[config.mk]
export PLATFORM = sky130hd
export DESIGN_NAME = bbrb_ctrl
export DESIGN_NICKNAME = d
export VERILOG_FILES = /design/src/rtl/bbrb_pkg.sv /design/src/rtl/bbrb_ctrl.sv
export SDC_FILE = /design/constraint.sdc
export NUM_CORES = 1
export LEC_CHECK = 0
export ABC_AREA = 0
export BUFFER_PORTS_ARGS = -buffer_cell sky130_fd_sc_hd__buf_2
export CORE_AREA = 2 2 39 41
export CTS_CLUSTER_DIAMETER = 80
export CTS_CLUSTER_SIZE = 20
export DETAILED_ROUTE_END_ITERATION = 6
export DIE_AREA = 0 0 41 43
export PLACE_DENSITY = 0.6
export SLEW_MARGIN = 20
export SYNTH_ARGS = -nofsm -noshare
export SYNTH_HDL_FRONTEND = slang
export SYNTH_SLANG_ARGS = --single-unit
[constraint.sdc]
create_clock -name clk -period 3.4 [get_ports clk]
set_input_delay 1.02 -clock clk [delete_from_list [all_inputs] [get_ports clk]]
set_output_delay 1.02 -clock clk [all_outputs]
set_load 0.03 [all_outputs]
[src/rtl/bbrb_pkg.sv]
// ----------------------------------------------------------------------------
// bbrb_pkg
// Shared types and constants of the broadcast block ring buffer.
// ----------------------------------------------------------------------------
package bbrb_pkg;

  localparam int unsigned SLOTS_DEF      = 4;
  localparam int unsigned MAX_CAP_DEF    = 8;
  localparam int unsigned MAX_BF_DEF     = 64;
  localparam int unsigned MAX_READ_DEF   = 64;

  localparam int unsigned NSTAT = 7;

  localparam logic [6:0] BF_RESET  = 7'd64;
  localparam logic [3:0] CAP_RESET = 4'd8;

  localparam logic [0:0] CFG_BLOCK_FRAMES = 1'b0;
  localparam logic [0:0] CFG_CAPACITY     = 1'b1;

  localparam logic [2:0] STAT_PUB   = 3'd0;
  localparam logic [2:0] STAT_DROP  = 3'd1;
  localparam logic [2:0] STAT_CONS  = 3'd2;
  localparam logic [2:0] STAT_UNDER = 3'd3;
  localparam logic [2:0] STAT_OVER  = 3'd4;
  localparam logic [2:0] STAT_MAXD  = 3'd5;
  localparam logic [2:0] STAT_ACT   = 3'd6;

  typedef enum logic [2:0] {
    OP_ATTACH = 3'd0,
    OP_DETACH = 3'd1,
    OP_WRITE  = 3'd2,
    OP_READ   = 3'd3,
    OP_QUERY  = 3'd4,
    OP_STAT   = 3'd5
  } op_t;

  typedef enum logic [1:0] {
    ST_OK      = 2'd0,
    ST_NO_SLOT = 2'd1,
    ST_NOT_PUB = 2'd2,
    ST_FAIL    = 2'd3
  } status_t;

  typedef enum logic [2:0] {
    S_IDLE,
    S_EXEC,
    S_COPY,
    S_COMMIT,
    S_MCHK,
    S_MRD,
    S_MFIN,
    S_EMIT
  } state_t;

  typedef struct packed {
    logic latch;
    logic exec;
    logic copy_step;
    logic commit_step;
    logic move_start;
    logic move_step;
    logic move_fin;
    logic move_over;
    logic read_under;
    logic emit_start;
    logic emit_step;
  } cmd_t;

  typedef struct packed {
    logic is_write;
    logic write_last;
    logic write_drop;
    logic is_read;
    logic read_bad;
    logic copy_last;
    logic commit_last;
    logic move_last;
    logic emit_last;
    logic enough;
    logic ring_empty;
    logic no_space;
  } sts_t;

endpackage

[src/rtl/bbrb_ctrl.sv]
// ----------------------------------------------------------------------------
// bbrb_ctrl
// Sequencer: steps each transaction through execute, block copy, slot commit,
// block move and frame emission.
// ----------------------------------------------------------------------------
module bbrb_ctrl import bbrb_pkg::*; (
  input  logic clk,
  input  logic rst_n,
  input  logic start,
  output logic busy,
  input  sts_t sts,
  output cmd_t cmd
);

  state_t state_r, state_nxt;

  always_ff @(posedge clk) begin
    if (!rst_n) begin
      state_r <= S_IDLE;
    end else begin
      state_r <= state_nxt;
    end
  end

  always_comb begin
    state_nxt = state_r;
    cmd       = '0;
    unique case (state_r)
      S_IDLE: begin
        if (start) begin
          cmd.latch = 1'b1;
          state_nxt = S_EXEC;
        end
      end
      S_EXEC: begin
        cmd.exec  = 1'b1;
        state_nxt = S_IDLE;
        if (sts.is_write && sts.write_last && !sts.write_drop) begin
          state_nxt = S_COPY;
        end else if (sts.is_read) begin
          if (sts.read_bad) begin
            cmd.read_under = 1'b1;
          end else begin
            state_nxt = S_MCHK;
          end
        end
      end
      S_COPY: begin
        cmd.copy_step = 1'b1;
        if (sts.copy_last) state_nxt = S_COMMIT;
      end
      S_COMMIT: begin
        cmd.commit_step = 1'b1;
        if (sts.commit_last) state_nxt = S_IDLE;
      end
      S_MCHK: begin
        priority if (sts.enough) begin
          cmd.emit_start = 1'b1;
          state_nxt      = S_EMIT;
        end else if (sts.ring_empty) begin
          cmd.read_under = 1'b1;
          state_nxt      = S_IDLE;
        end else if (sts.no_space) begin
          cmd.move_over  = 1'b1;
          cmd.read_under = 1'b1;
          state_nxt      = S_IDLE;
        end else begin
          cmd.move_start = 1'b1;
          state_nxt      = S_MRD;
        end
      end
      S_MRD: begin
        cmd.move_step = 1'b1;
        if (sts.move_last) state_nxt = S_MFIN;
      end
      S_MFIN: begin
        cmd.move_fin = 1'b1;
        state_nxt    = S_MCHK;
      end
      S_EMIT: begin
        cmd.emit_step = 1'b1;
        if (sts.emit_last) state_nxt = S_IDLE;
      end
    endcase
  end

  assign busy = (state_r != S_IDLE);

endmodule

==> impl_metrics.py <==
metrics = {
    "worst_setup_path": {
        "startpoint": "sts[2]",
        "crit_end": "cmd[2]",
        "worst_path_most_repeated_cell": "buf_2",
        "critical_path_buf_inv_count": 2,
        "cpMaxStageDelayCell": "buf_2",
        "crit_fanout": 5,
        "cp_data_required_time_ns": 2.38,
        "r2r-start": "state_r[1]$_SDFFE_PN0P_",
        "crit_cells": 4,
        "critPathTopFamily": "buffers and inverters",
        "cpPeakStageDelay_ns": 0.22,
        "end_kind": "output pin",
        "r2r-end": "state_r[1]$_SDFFE_PN0P_",
        "setup.worst_path.class": "in -> out",
        "worst-r2r-cell-count": 3,
        "r2r_slack_ns": 2.02,
        "startpoint_type": "primary input",
        "arrival_ns": 1.69,
        "path_cells": "buf_2, o21bai_1, o21ai_0, buf_2",
    },
    "cts": {
        "post-cts-setup-buffers": 0,
        "clock-root-buffer": "clkbuf_4",
        "cts_tree": "built",
        "clk_path_buf_depth": 2,
        "worstSkewPairLatency_ns": 0.24,
        "ctsResizeCount": 0,
        "holdBufCountCts": 0,
        "cts_made_buffers": 3,
        "htree_levels": 1,
        "clock_sinks": 3,
        "clkTransAtPathRegs_ns": 0.04,
    },
    "layout": {
        "multi_input_comb_area_um2": 294,
        "nFillCells": 154,
        "drive_above_1_share": 0.453,
        "top_register": "state_r",
        "insertedDiodeCount": 0,
        "reg_top3": "state_r (3)",
        "seqCellArea_um2": 60.1,
        "fin_nets": 91,
        "stdcell_area_um2": 538,
        "largest_register_ffs": 3,
        "final_util": 0.389,
        "area_delta_synth_final_pct": 35.6,
    },
    "timing": {
        "fmaxAchievable_mhz": 369,
        "min_period_over_period": 0.798,
        "finalSetupViolations": 0,
        "slew_violations": 0,
        "tightest_slew_ns": 0.539,
        "rsz0062_at_grt": "no",
        "slew_headroom": 0.640,
        "tns_ns": 0,
        "period_needed_ns": 2.71,
        "finClkSkew_ns": 0.00352,
        "finalHoldViolCount": 0,
    },
    "logic_synthesis": {
        "synthesis.nets": 64,
        "yosys.area.top_type_share": 0.151,
        "synthCells": 49,
        "synth_area_leaders": "dfxtp_1 15%, nand3b_4 5.0%, and3b_1 4.4%, a311oi_2 3.8%, nand2_1 3.8%",
        "synth.distinct_cells": 34,
        "ys.flop_type": "dfxtp_1",
        "synth-seq-area-share": 0.151,
        "yosys-top-cells-count": "4 x nand2_1, 4 x nor2_1, 3 x dfxtp_1",
        "synth-seq-cells": 3,
        "syn_area_um2": 397,
        "synth_edf_count": 0,
        "synth.avg_cell_area_um2": 8.09,
        "synth_top_area_cell": "dfxtp_1",
        "async_flop_share": 0,
        "ys_warn_count": 0,
    },
    "grt": {
        "grt_pass1_wl_mm": 1.68,
        "grt_overflow": 0,
        "grt_pass1_vias": 410,
        "grt.total_usage": 0.135,
        "antenna_found_initial": 0,
        "grt_max_degree": 19,
    },
    "floorplan": {
        "die_area_um2": 1760,
        "die_x_um": 41,
        "ioPinCount": 27,
        "row_count": 14,
        "dieHeight_um": 43,
        "coreArea_um2": 1380,
        "initial_core_util": 0.287,
    },
    "drt": {
        "vias": 455,
        "drtIter0Drc": 8,
        "drc_errors": 0,
        "viasPerCell": 5.00,
        "finalWirelength_um": 984,
        "dr.pass1.iters": 3,
        "post_drt_wl_per_cell_um": 10.8,
        "detail-route-antenna-nets": 0,
    },
    "placed_design": {
        "portBuffers": 26,
        "detailed_place.area_um2": 512,
        "gp_congestion": 0.703,
    },
    "power": {
        "p_per_area_nw_per_um2": 371,
        "peakVddDrop_uv": 116,
        "p_leak_uw": 0.000284,
    },
    "flow_run": {
        "maxCapViolations": 0,
    },
    "min_path": {
        "hold_class": "reg -> reg",
    },
    "outcome": {
        "status": "finished, final reports clean",
    },
}
## per-stage QoR
stage                     cells  hold slack, ns  setup WS (ns)  total power [uW]
after detailed placement     87           0.690          0.691               137
after floorplan              49           0.605          0.362               118
after global routing         91           0.765          0.590               217
after global placement       87           0.687          0.693               136
final                        91           0.689          0.687               199
after CTS                    91           0.695          0.685               202
## per-layer routing
metal,share of wire,vias to the layer above,global-route usage
li1,-,235,-
met1,0.43,199,0.176
met2,0.47,19,0.203
met3,0.074,2,0.0314
met4,0.019,0,0.0600
met5,0,-,0
## how the worst min path moves through the flow
stage,from,end,slack (ns),cells past startpoint
after floorplan,state_r[0]$_SDFFE_PN0P_,state_r[1]$_SDFFE_PN0P_,0.61,2
after global placement,state_r[0]$_SDFFE_PN0P_,state_r[0]$_SDFFE_PN0P_,0.69,2
after detailed placement,state_r[0]$_SDFFE_PN0P_,state_r[0]$_SDFFE_PN0P_,0.69,2
after CTS,state_r[0]$_SDFFE_PN0P_,state_r[0]$_SDFFE_PN0P_,0.70,2
after global routing,state_r[0]$_SDFFE_PN0P_,state_r[0]$_SDFFE_PN0P_,0.77,2
final,state_r[0]$_SDFFE_PN0P_,state_r[0]$_SDFFE_PN0P_,0.69,2
## area by class of cell
class / instances / share of cell area
timing repair buffer: 26 / 0.242
clock buffer: 4 / 0.0488
multi-input combinational: 40 / 0.547
sequential: 3 / 0.112
inverter: 2 / 0.0140
tap: 16 / 0.0372
## cell usage in the layout (no fill, tap or decap), types with 2 or more instances in the layout
cell      synthesis  layout
o21ai_0           2       2
and3_1            2       2
nor2_1            4       4
buf_2             2      26
clkbuf_4          0       3
nand2_1           4       4
nand2b_1          2       2
dfxtp_1           3       3
nand3_1           2       2
inv_1             2       2
and3b_1           2       2
## where the power goes
group / leakage, uW / internal (uW) / switching, uW
clock network: 0.0000150 / 44.1 / 19.5
registers: 0.0000247 / 39.4 / 14.9
logic: 0.000244 / 34.4 / 47.1
total: 0.000284 / 118 / 81.5
## kinds of logic (layout without fill, tap and decap cells)
family,count (synthesis),count (layout),share of synthesized area
AO/OA/AOI/OAI,12,12,0.243
buffers and inverters,6,32,0.107
flip-flops,3,3,0.151
multiplexers,1,1,0.0252
AND/OR/NAND/NOR,27,27,0.473
## worst register-to-register path, cell delays in order, from the launching register on
cell,delay (ns)
dfxtp_1,0.65
and2b_1,0.24
o21ai_0,0.23
a311oi_2,0.13
(Power assumes the default switching activity.)
